--- config.mk ---
export PLATFORM = sky130hd
export DESIGN_NAME = adc_channel_range_and_scaling
export DESIGN_NICKNAME = d
export VERILOG_FILES = /design/src/sv/adcrs_pkg.sv /design/src/sv/adcrs_chan_regs.sv /design/src/sv/adcrs_scale.sv /design/src/sv/adc_channel_range_and_scaling.sv
export SDC_FILE = /design/constraint.sdc
export NUM_CORES = 1
export LEC_CHECK = 0
export BUFFER_PORTS_ARGS = -buffer_cell sky130_fd_sc_hd__buf_4
export CORE_ASPECT_RATIO = 0.8
export CORE_MARGIN = 8
export CORE_UTILIZATION = 55
export DETAILED_ROUTE_END_ITERATION = 6
export HOLD_SLACK_MARGIN = 0.08
export PLACE_DENSITY = 0.76
export REMOVE_ABC_BUFFERS = 1
export SETUP_SLACK_MARGIN = 0.02
export SYNTH_ARGS = -nofsm -noshare
export SYNTH_HDL_FRONTEND = slang
export SYNTH_SLANG_ARGS = --single-unit
--- constraint.sdc ---
create_clock -name i_clk -period 22 [get_ports i_clk]
set_input_delay 1.1 -clock i_clk [delete_from_list [all_inputs] [get_ports i_clk]]
set_output_delay 1.1 -clock i_clk [all_outputs]
set_load 0.05 [all_outputs]
--- src/sv/adcrs_pkg.sv ---
// ----------------------------------------------------------------------------
// ADC channel range and scaling package
// Types and constants shared by the channel range and scaling block.
// ----------------------------------------------------------------------------
package adcrs_pkg;

    // Operation selector carried in tuser.
    typedef enum logic [1:0] {
        KIND_CONVERT     = 2'd0,
        KIND_READ_LIMITS = 2'd1,
        KIND_WRITE_MIN   = 2'd2,
        KIND_WRITE_MAX   = 2'd3
    } t_kind;

    // Range and polarity bits of one channel.
    typedef struct packed {
        logic rng;
        logic bip;
    } t_chan_bits;

    localparam logic [13:0]        SPAN_FULL  = 14'd10000;
    localparam logic [13:0]        SPAN_HALF  = 14'd5000;
    localparam logic signed [13:0] SCALE_STEP = 14'sd5000;
    localparam logic signed [15:0] LIMIT_FULL = 16'sd10000;
    localparam logic signed [28:0] ROUND_BIAS = 29'sd4095;
    localparam int                 CODE_SHIFT = 12;

endpackage

--- src/sv/adcrs_chan_regs.sv ---
// ----------------------------------------------------------------------------
// ADC channel range register file
// Holds the range and bipolar bits of each channel and applies limit writes.
// ----------------------------------------------------------------------------
module adcrs_chan_regs #(
    parameter int CHANNELS = 8
) (
    input  logic                   i_clk,
    input  logic                   i_rst_n,
    input  logic                   i_wr_en,
    input  adcrs_pkg::t_kind       i_kind,
    input  logic [2:0]             i_channel,
    input  logic signed [15:0]     i_limit,
    output adcrs_pkg::t_chan_bits  o_bits
);
    import adcrs_pkg::*;

    logic [CHANNELS-1:0] r_rng;
    logic [CHANNELS-1:0] r_bip;
    logic                w_ok;
    t_chan_bits          w_cur;
    t_chan_bits          n_bits;

    assign w_ok = {1'b0, i_channel} < 4'(CHANNELS);

    always_comb begin
        w_cur = '0;
        for (int i = 0; i < CHANNELS; i++) begin
            if (i_channel == 3'(i)) begin
                w_cur.rng = r_rng[i];
                w_cur.bip = r_bip[i];
            end
        end
    end

    // Limit writes move the bits by fixed thresholds; other kinds keep them.
    always_comb begin
        n_bits = w_cur;
        unique case (i_kind)
            KIND_WRITE_MIN: begin
                if (i_limit <= -LIMIT_FULL) begin
                    n_bits.rng = 1'b1;
                    n_bits.bip = 1'b1;
                end else if (i_limit < 16'sd0) begin
                    n_bits.rng = 1'b0;
                    n_bits.bip = 1'b1;
                end else begin
                    n_bits.bip = 1'b0;
                end
            end
            KIND_WRITE_MAX: begin
                n_bits.rng = (i_limit >= LIMIT_FULL);
            end
            default: begin
                n_bits = w_cur;
            end
        endcase
    end

    assign o_bits = w_ok ? n_bits : '0;

    always_ff @(posedge i_clk) begin
        if (!i_rst_n) begin
            r_rng <= '0;
            r_bip <= '0;
        end else if (i_wr_en && w_ok) begin
            for (int i = 0; i < CHANNELS; i++) begin
                if (i_channel == 3'(i)) begin
                    r_rng[i] <= n_bits.rng;
                    r_bip[i] <= n_bits.bip;
                end
            end
        end
    end

endmodule

--- src/sv/adcrs_scale.sv ---
// ----------------------------------------------------------------------------
// ADC code scaler
// Converts a 12-bit conversion code to millivolts for the channel's mode.
// ----------------------------------------------------------------------------
module adcrs_scale (
    input  logic [11:0]            i_code,
    input  adcrs_pkg::t_chan_bits  i_bits,
    output logic signed [14:0]     o_mv
);
    import adcrs_pkg::*;

    logic signed [12:0] w_code;
    logic signed [26:0] w_prod;
    logic [1:0]         w_shamt;
    logic signed [28:0] w_scaled;
    logic signed [28:0] w_biased;

    // Bipolar codes are two's complement; the doubling and the 10 V span are
    // both folded into a left shift of code times 5000.
    assign w_code   = i_bits.bip ? {i_code[11], i_code} : {1'b0, i_code};
    assign w_prod   = w_code * SCALE_STEP;
    assign w_shamt  = {1'b0, i_bits.rng} + {1'b0, i_bits.bip};
    assign w_scaled = 29'(w_prod) <<< w_shamt;

    // Bias negative values so the arithmetic shift truncates toward zero.
    assign w_biased = w_scaled + (w_scaled[28] ? ROUND_BIAS : 29'sd0);
    assign o_mv     = w_biased[CODE_SHIFT+14:CODE_SHIFT];

endmodule

--- src/sv/adc_channel_range_and_scaling.sv ---
// Path: each beat passes through the input register, then the result register.
// Throughput: one beat per cycle unless m_axis_tready stalls; each register
// advances whenever the next stage is free or being drained.
// Reset: synchronous, active low; clears both stage valids and sets every
// channel to the 5 V unipolar range.
// ----------------------------------------------------------------------------
// ADC channel range and scaling
// Per-channel range/polarity keeper and code-to-millivolt converter.
// ----------------------------------------------------------------------------
module adc_channel_range_and_scaling #(
    parameter int CHANNELS = 8
) (
    input  logic        i_clk,
    input  logic        i_rst_n,
    // Input stream.
    input  logic        s_axis_tvalid,
    output logic        s_axis_tready,
    // tdata: channel[2:0], raw_sample[14:3], limit_value[30:15], zero[31].
    input  logic [31:0] s_axis_tdata,
    // tuser: kind[1:0].
    input  logic [1:0]  s_axis_tuser,
    // Result stream.
    output logic        m_axis_tvalid,
    input  logic        m_axis_tready,
    // tdata: value[14:0], upper_limit[28:15], select_byte[36:29], zero[39:37].
    output logic [39:0] m_axis_tdata
);
    import adcrs_pkg::*;

    // Input register stage. Its payload is not reset; only the valid is.
    logic               r_in_valid;
    t_kind              r_kind;
    logic [2:0]         r_channel;
    logic [11:0]        r_raw;
    logic signed [15:0] r_limit;

    // Result register stage.
    logic               r_out_valid;
    logic [39:0]        r_out_data;

    logic               w_advance;
    t_chan_bits         w_bits;
    logic signed [14:0] w_conv_mv;
    logic signed [14:0] w_value;
    logic [13:0]        w_upper;
    logic [7:0]         w_select;

    // The input stage moves on when the result register is empty or its
    // beat is being taken in this cycle, so a full pipe still takes a beat.
    assign w_advance     = r_in_valid && (!r_out_valid || m_axis_tready);
    assign s_axis_tready = !r_in_valid || w_advance;

    always_ff @(posedge i_clk) begin
        if (!i_rst_n) begin
            r_in_valid <= 1'b0;
        end else if (s_axis_tready) begin
            r_in_valid <= s_axis_tvalid;
        end
    end

    always_ff @(posedge i_clk) begin
        if (s_axis_tready && s_axis_tvalid) begin
            r_kind    <= t_kind'(s_axis_tuser);
            r_channel <= s_axis_tdata[2:0];
            r_raw     <= s_axis_tdata[14:3];
            r_limit   <= s_axis_tdata[30:15];
        end
    end

    // The register file returns the bits as they stand after this beat's
    // own update, and commits that update only when the beat moves on.
    adcrs_chan_regs #(
        .CHANNELS (CHANNELS)
    ) u_chan_regs (
        .i_clk     (i_clk),
        .i_rst_n   (i_rst_n),
        .i_wr_en   (w_advance),
        .i_kind    (r_kind),
        .i_channel (r_channel),
        .i_limit   (r_limit),
        .o_bits    (w_bits)
    );

    adcrs_scale u_scale (
        .i_code (r_raw),
        .i_bits (w_bits),
        .o_mv   (w_conv_mv)
    );

    assign w_upper = w_bits.rng ? SPAN_FULL : SPAN_HALF;

    // Convert gives millivolts, a limits query gives the channel minimum
    // (the negated span in bipolar mode), and both write kinds give zero.
    always_comb begin
        case (r_kind)
            KIND_CONVERT:     w_value = w_conv_mv;
            KIND_READ_LIMITS: w_value = w_bits.bip ? (15'd0 - 15'(w_upper)) : 15'd0;
            default:          w_value = 15'd0;
        endcase
    end

    // Select byte: start bit, channel number, range bit, bipolar bit, two zero bits.
    assign w_select = {1'b1, r_channel, w_bits.rng, w_bits.bip, 2'b00};

    always_ff @(posedge i_clk) begin
        if (!i_rst_n) begin
            r_out_valid <= 1'b0;
        end else if (w_advance) begin
            r_out_valid <= 1'b1;
        end else if (m_axis_tready) begin
            r_out_valid <= 1'b0;
        end
    end

    always_ff @(posedge i_clk) begin
        if (w_advance) begin
            r_out_data <= {3'b000, w_select, w_upper, w_value};
        end
    end

    assign m_axis_tvalid = r_out_valid;
    assign m_axis_tdata  = r_out_data;

endmodule

Yosys cells after proc, flatten, opt, wreduce, memory -nomap -nowiden
Cells that the tools add are included.
Widths: inputs -> output; s select.
- eq/ne operators: 10
- add/sub/neg operators: 3
- order comparisons: 3
- shift-type cells: 1
- multipliers: 1
- reduce and logical (&&, ||, !) cells: 17
- muxes and demuxes: 20
- operators by type and width (cell ; number):
    $pmux 15 s2 ; 1
    $sshl 27x2->29 ; 1
    $add 27x27->27 ; 1
    $mul 13x11->24 const B ; 1
    $mux 2 ; 9
    $ge 16x15->1 const B ; 1
    $le 16x15->1 const B ; 1
    $lt 16x1->1 const B ; 1
    $reduce_and 2->1 ; 8
    $mux 15 ; 1
    $sub 1x14->15 const A ; 1
    $mux 14 ; 1
    $mux 13 ; 1
    $eq 3x3->1 const B ; 4
    $mux 12 ; 1
    $eq 3x2->1 const B ; 2
    $mux 1 ; 5
    $eq 2x2->1 const B ; 2
    $eq 3x1->1 const B ; 1
    $logic_not 3->1 ; 1
    $add 1x1->2 ; 1
    $eq 2x1->1 const B ; 1
    $logic_and 1x1->1 ; 2
    $logic_not 1->1 ; 2
    4 further kinds ; 5
- bits of input ports: 38
- word-level logic and storage cells: 78
- output and inout bits: 42
- register bits after elaboration: 85

Logic depth before layout (Yosys ltp)
- word-level depth: 18
- gate-level depth with buffers: 32
- gate-level depth less buffers: 29

Cells and area by module
From an unflattened synthesis, not the netlist that was laid out.
- cells, all modules: 722
- area, all modules: 6820.3 µm²
- modules (own cells, without submodules) (module ; instances ; area an instance (µm²) ; seq. area each (µm²) ; cells each):
    adcrs_scale ; 1 ; 3890.0 ; 0.0 ; 492
    adc_channel_range_and_scaling ; 1 ; 2016.9 ; 1661.6 ; 109
    adcrs_chan_regs ; 1 ; 913.4 ; 320.3 ; 121

Worst setup path before layout
Ideal clock, no wire load.
- kind: reg2reg
- start point: register r_channel[1]
- end point: register r_out_data[3], in the netlist m_axis_tdata[3], data pin
- arrival: 6865 ps
- period minus slack after synthesis: 7122 ps
- setup slack: 14878 ps
- cell stages (with the launch flop): 31
- required time: 21743 ps
- buffers on the path: 3
- setup time: 257 ps
- path through: edfxtp_1 buf_4 mux2i_1 or3_1 and4bb_1 a211oi_2 clkbuf_1 nor2_1 ha_1 fa_1 fa_1 inv_1 fa_1 inv_1 ha_1 a21o_1 a31oi_1 o22ai_1 a21oi_1 xor2_4 o21ai_2 ha_1 a221o_1 a31oi_1 o21ai_0 a21oi_1 o31ai_4 buf_6 nand3_1 nand3_1 a32o_1
- RTL lines (element ; line ; RTL):
    start: declaration ; adc_channel_range_and_scaling.sv:33 ; logic [2:0] r_channel;
    start signal: assignment ; adc_channel_range_and_scaling.sv:64 ; r_channel <= s_axis_tdata[2:0];
    end signal: assignment ; adc_channel_range_and_scaling.sv:117 ; r_out_data <= {3'b000, w_select, w_upper, w_value};
    end: declaration ; adc_channel_range_and_scaling.sv:39 ; logic [39:0] r_out_data;

Worst setup path in the final report
- start point: register r_channel[1]
- end point: register r_out_data[8], in the netlist m_axis_tdata[8], data pin
- cells in the longest elaborated chain, start to end: 17
- elaborated cells between the ends (all ways): 30
- those cells by class: add/sub: 3; mul: 1; eq/ne: 7; shift: 1; mux: 17; reduce/logical: 1
- RTL lines (element ; line ; RTL):
    $logic_not 3->1 ; adcrs_chan_regs.sv:29 ; if (i_channel == 3'(i)) begin
    $mux 2 (7 in series) ; adcrs_chan_regs.sv:29 ;
    $mux 2 (*) ; adcrs_chan_regs.sv:29 ;
    branches (longest 7 deep; another with $add 27x27->27) ; n/a ;
    $pmux 15 s2 (*) ; adc_channel_range_and_scaling.sv:95 ; case (r_kind)
    via w_value[8] ; adc_channel_range_and_scaling.sv:44 ; logic signed [14:0] w_value;
Mark *: on every way through the listed nets, which the timed path passes.
A chain may end at the register's enable or synchronous reset.

==> impl_results.md <==
* Synth Area in XOR/XNOR at 4.17%
* DRT Wirelength at around 14 mm
* CP max stage cell: edfxtp_1
* # DRC at 0
* Simple-Gate Fraction of Synth Area at about an eighth
* Status: completed
* Vias in the first global route at 5206
* Largest stage delay, worst path at 0.72 ns
* Synth Area in Compound Gates at 14.2%
* Comb power frac at 66.8%
* Synthesized area at 0.00676 sq mm
* Area share of the largest cell type after synthesis at approximately a quarter
* I/O pin total at 80
* Die height at about 120 um
* Clock skew at 0.0103 ns
* Core area at 0.0121 sq mm
* Area grow syn2layout at 11.8%
* Final hold vios at 0
* Multi-input logic area at approximately 0.0042 sq mm
* Worst Reg-to-Reg Cells at 29
* P_int at 0.000469 W
* Fraction of registers with async set/reset at 0%
* Total GRT Usage at 18.6%
* Drt pass-1 iters at 5
* Sequential Power Share at a little under a fifth
* P_sw at about 0.00043 W
* Most frequent cell after synthesis: inv_1
* Vias at 5017
* Critical R2R Launch: r_channel[1]$_DFFE_PP_
* Clock tree from TritonCTS: yes
* Die width at 140 um
* Prevailing post-synth register cell: edfxtp_1
* CTS Hold Buffers Added at 0
* Via/cell ratio at about 5.6
* Synth top area cells: edfxtp_1 24%, ha_1 13%, fa_1 11%, inv_1 5.7%, dfxtp_1 5.3%
* Register area at 0.00198 sq mm
* Final worst path period share at 36.4%
* Fraction of layout cells with a size suffix above 1 at 16.3%
* Row count at 36
* Setup bufs post-CTS at 0
* Hold depth at 2
* ANT cells at 0
* PortBufs at 64
* Clock buffer depth at 2
* Syn Area/Cell at approximately 9.9 sq um
* Mux contribution to synthesized area at between 5 and 6%
* Main combinational cell family by area after synthesis: adder cells
* Filler cells at 971
* Clock share of power at 14.8%
* Setup CP Type: reg2reg
* Minimum clock period at approximately 8.0 ns
* Sink Count at ~70
* R2r setup slk at 14.00 ns
* Required @ worst endpoint at 22.07 ns
* Max Slew Vio Count at 0
* CTS clk-pin slew, worst paths at 0.06 ns
* Die ar. at 0.0161 sq mm
* Antenna violations before repair at 0
* DRT iter0 DRCs at 375
* Top cells by count, synth: 103 x inv_1, 71 x ha_1, 54 x edfxtp_1, 42 x nand2_1, 36 x fa_1
* Synthesis Warnings at 0
* Peak supply drop at 0.0541 mV
* Antenna Nets Post-Route at 0
* Placed Area at 0.00728 sq mm
* CP Max Fanout at 16
* Switching Share at 47.9%
* Crit start category: register
* Gp weighted congestion at 0.828
* CP endpoint kind: register
* H-tree levels at 3
* Hold Path Origin: u_chan_regs.r_bip[6]$_SDFFE_PN0P_
* Wire length per cell at ~16 um
* RSZ-0062 raised after global routing: false
* Max Clk Rate at 125 MHz
* Max cap viols at 0
* Worst min path class: reg2reg
* First-pass GRT wire length at 24.3 mm
* Num CTS Buffers at 9
* Number of flops mapped to enable cells by yosys at 54
* Setup-failing EPs final at 0
* Post-synth cell types at 79
* Post-Syn Instances at a little under 700
* Fin nets at 884
* Sequential cell area fraction in the yosys report at 29.3%
* Hold Path Sink: u_chan_regs.r_bip[6]$_SDFFE_PN0P_
* R2r endpoint: m_axis_tdata[8]$_DFFE_PP_
* Cts repair resizes at 0
* Post-route setup TNS at 0 ns
* CTS root buf: clkbuf_16
* Worst-Skew Late Latency at 0.34 ns
* Leak at 3.40 nW
* Starting Density at a little under three fifths
* Yosys reg bits at 72
* Adder-Cell Fraction of Synth Area at 24.0%
* GR Overflow Total at 0
* DP HPWL at roughly 11 mm
* CP Data Arrival Time at 8.07 ns
* Rel. slew slack at around 27%
* Largest net degree at the start of global routing at 34
* PD cells at 119 mW/mm^2
* Fin area at around 0.0076 sq mm
* Worst-Margin Slew at 1.10 ns
* Top cell type by total area after synthesis: edfxtp_1
## power by group through the flow
stage          Sequential, W  Combinational [W]  Clock, W
3_3_place_gp        0.000169           0.000574         0
3_5_place_dp        0.000169           0.000596         0
6_report            0.000166           0.000602  0.000133
2_1_floorplan       0.000183           0.000464         0
5_1_grt             0.000167           0.000672  0.000143
4_1_cts             0.000166           0.000600  0.000137
## worst max path at each step
stage                           start  cells past startpoint  slack [ns]                    endpoint
2_1_floorplan  r_channel[1]$_DFFE_PP_                     29       14.53  m_axis_tdata[10]$_DFFE_PP_
3_3_place_gp   r_channel[1]$_DFFE_PP_                     29       14.25   m_axis_tdata[4]$_DFFE_PP_
3_5_place_dp   r_channel[1]$_DFFE_PP_                     29       14.11   m_axis_tdata[4]$_DFFE_PP_
4_1_cts        r_channel[1]$_DFFE_PP_                     29       14.06   m_axis_tdata[4]$_DFFE_PP_
5_1_grt        r_channel[1]$_DFFE_PP_                     29       13.69   m_axis_tdata[4]$_DFFE_PP_
6_report       r_channel[1]$_DFFE_PP_                     29       14.00   m_axis_tdata[8]$_DFFE_PP_
## cell families after synthesis
logic type      count (synthesis)
simple gates                  156
buf+inv                       146
compound gates                135
fa+ha+maj                     108
flops                          72
mux                            36
xor+xnor                       30
other cells                     2
## critical path: cells and delay by family, from the launching register on
family	cells	cell delay (ns)
buffers and inverters	4	0.41
adder cells (fa/ha/maj)	6	2.47
flip-flops	1	0.72
AND/OR/NAND/NOR	4	1.16
multiplexers	1	0.14
AO/OA/AOI/OAI	13	2.53
XOR/XNOR	1	0.28
## flip-flops by register name, summed over array words and instances (netlist names)
| register | count |
|---|---|
| m_axis_tvalid | 1 |
| r_raw | 12 |
| r_kind | 2 |
| m_axis_tdata | 21 |
| u_chan_regs.r_bip | 8 |
| r_in_valid | 1 |
| u_chan_regs.r_rng | 8 |
| r_limit | 16 |
| r_channel | 3 |
## cell type report
class / count / share of cell area (%)
inverters: 106 / 5.28
multi-input cells: 481 / 55.5
flip-flops and latches: 72 / 26.2
well taps: 152 / 2.52
clock inverters: 6 / 0.580
repair buffers: 69 / 6.86
clock buffers: 10 / 3.03
## cells in the final DEF, fill, tap and decap left out, types with 14 or more instances in the layout
master	instances
a21oi_1	35
nor2_1	33
inv_1	103
ha_1	71
buf_4	69
o21ai_0	19
nand2_1	42
nor2b_1	17
edfxtp_1	54
conb_1	16
mux2i_1	30
dfxtp_1	18
fa_1	36
xnor2_1	14
xor2_1	15
## stage by stage
step           cells  total power [W]  utilization [%]  setup WS (ns)  hold slack [ns]
2_1_floorplan    659         0.000647                -          14.53            0.454
3_3_place_gp     880         0.000743             60.3          14.25            0.470
3_5_place_dp     880         0.000765             60.3          14.11            0.487
4_1_cts          896         0.000903             62.6          14.06            0.497
5_1_grt          896         0.000982             62.6          13.69            0.530
6_report         896         0.000901             62.6          14.00            0.493
## metal layers
layer  part of all wire (%)  track usage [%]  up-vias
met1                     45             23.0     2396
met3                    6.6             4.56       13
met5                      0                0        -
met4                    1.2             5.84        0
met2                     48             31.7      160
li1                       -                -     2448
No activity file was read; power rests on OpenSTA's default activity.
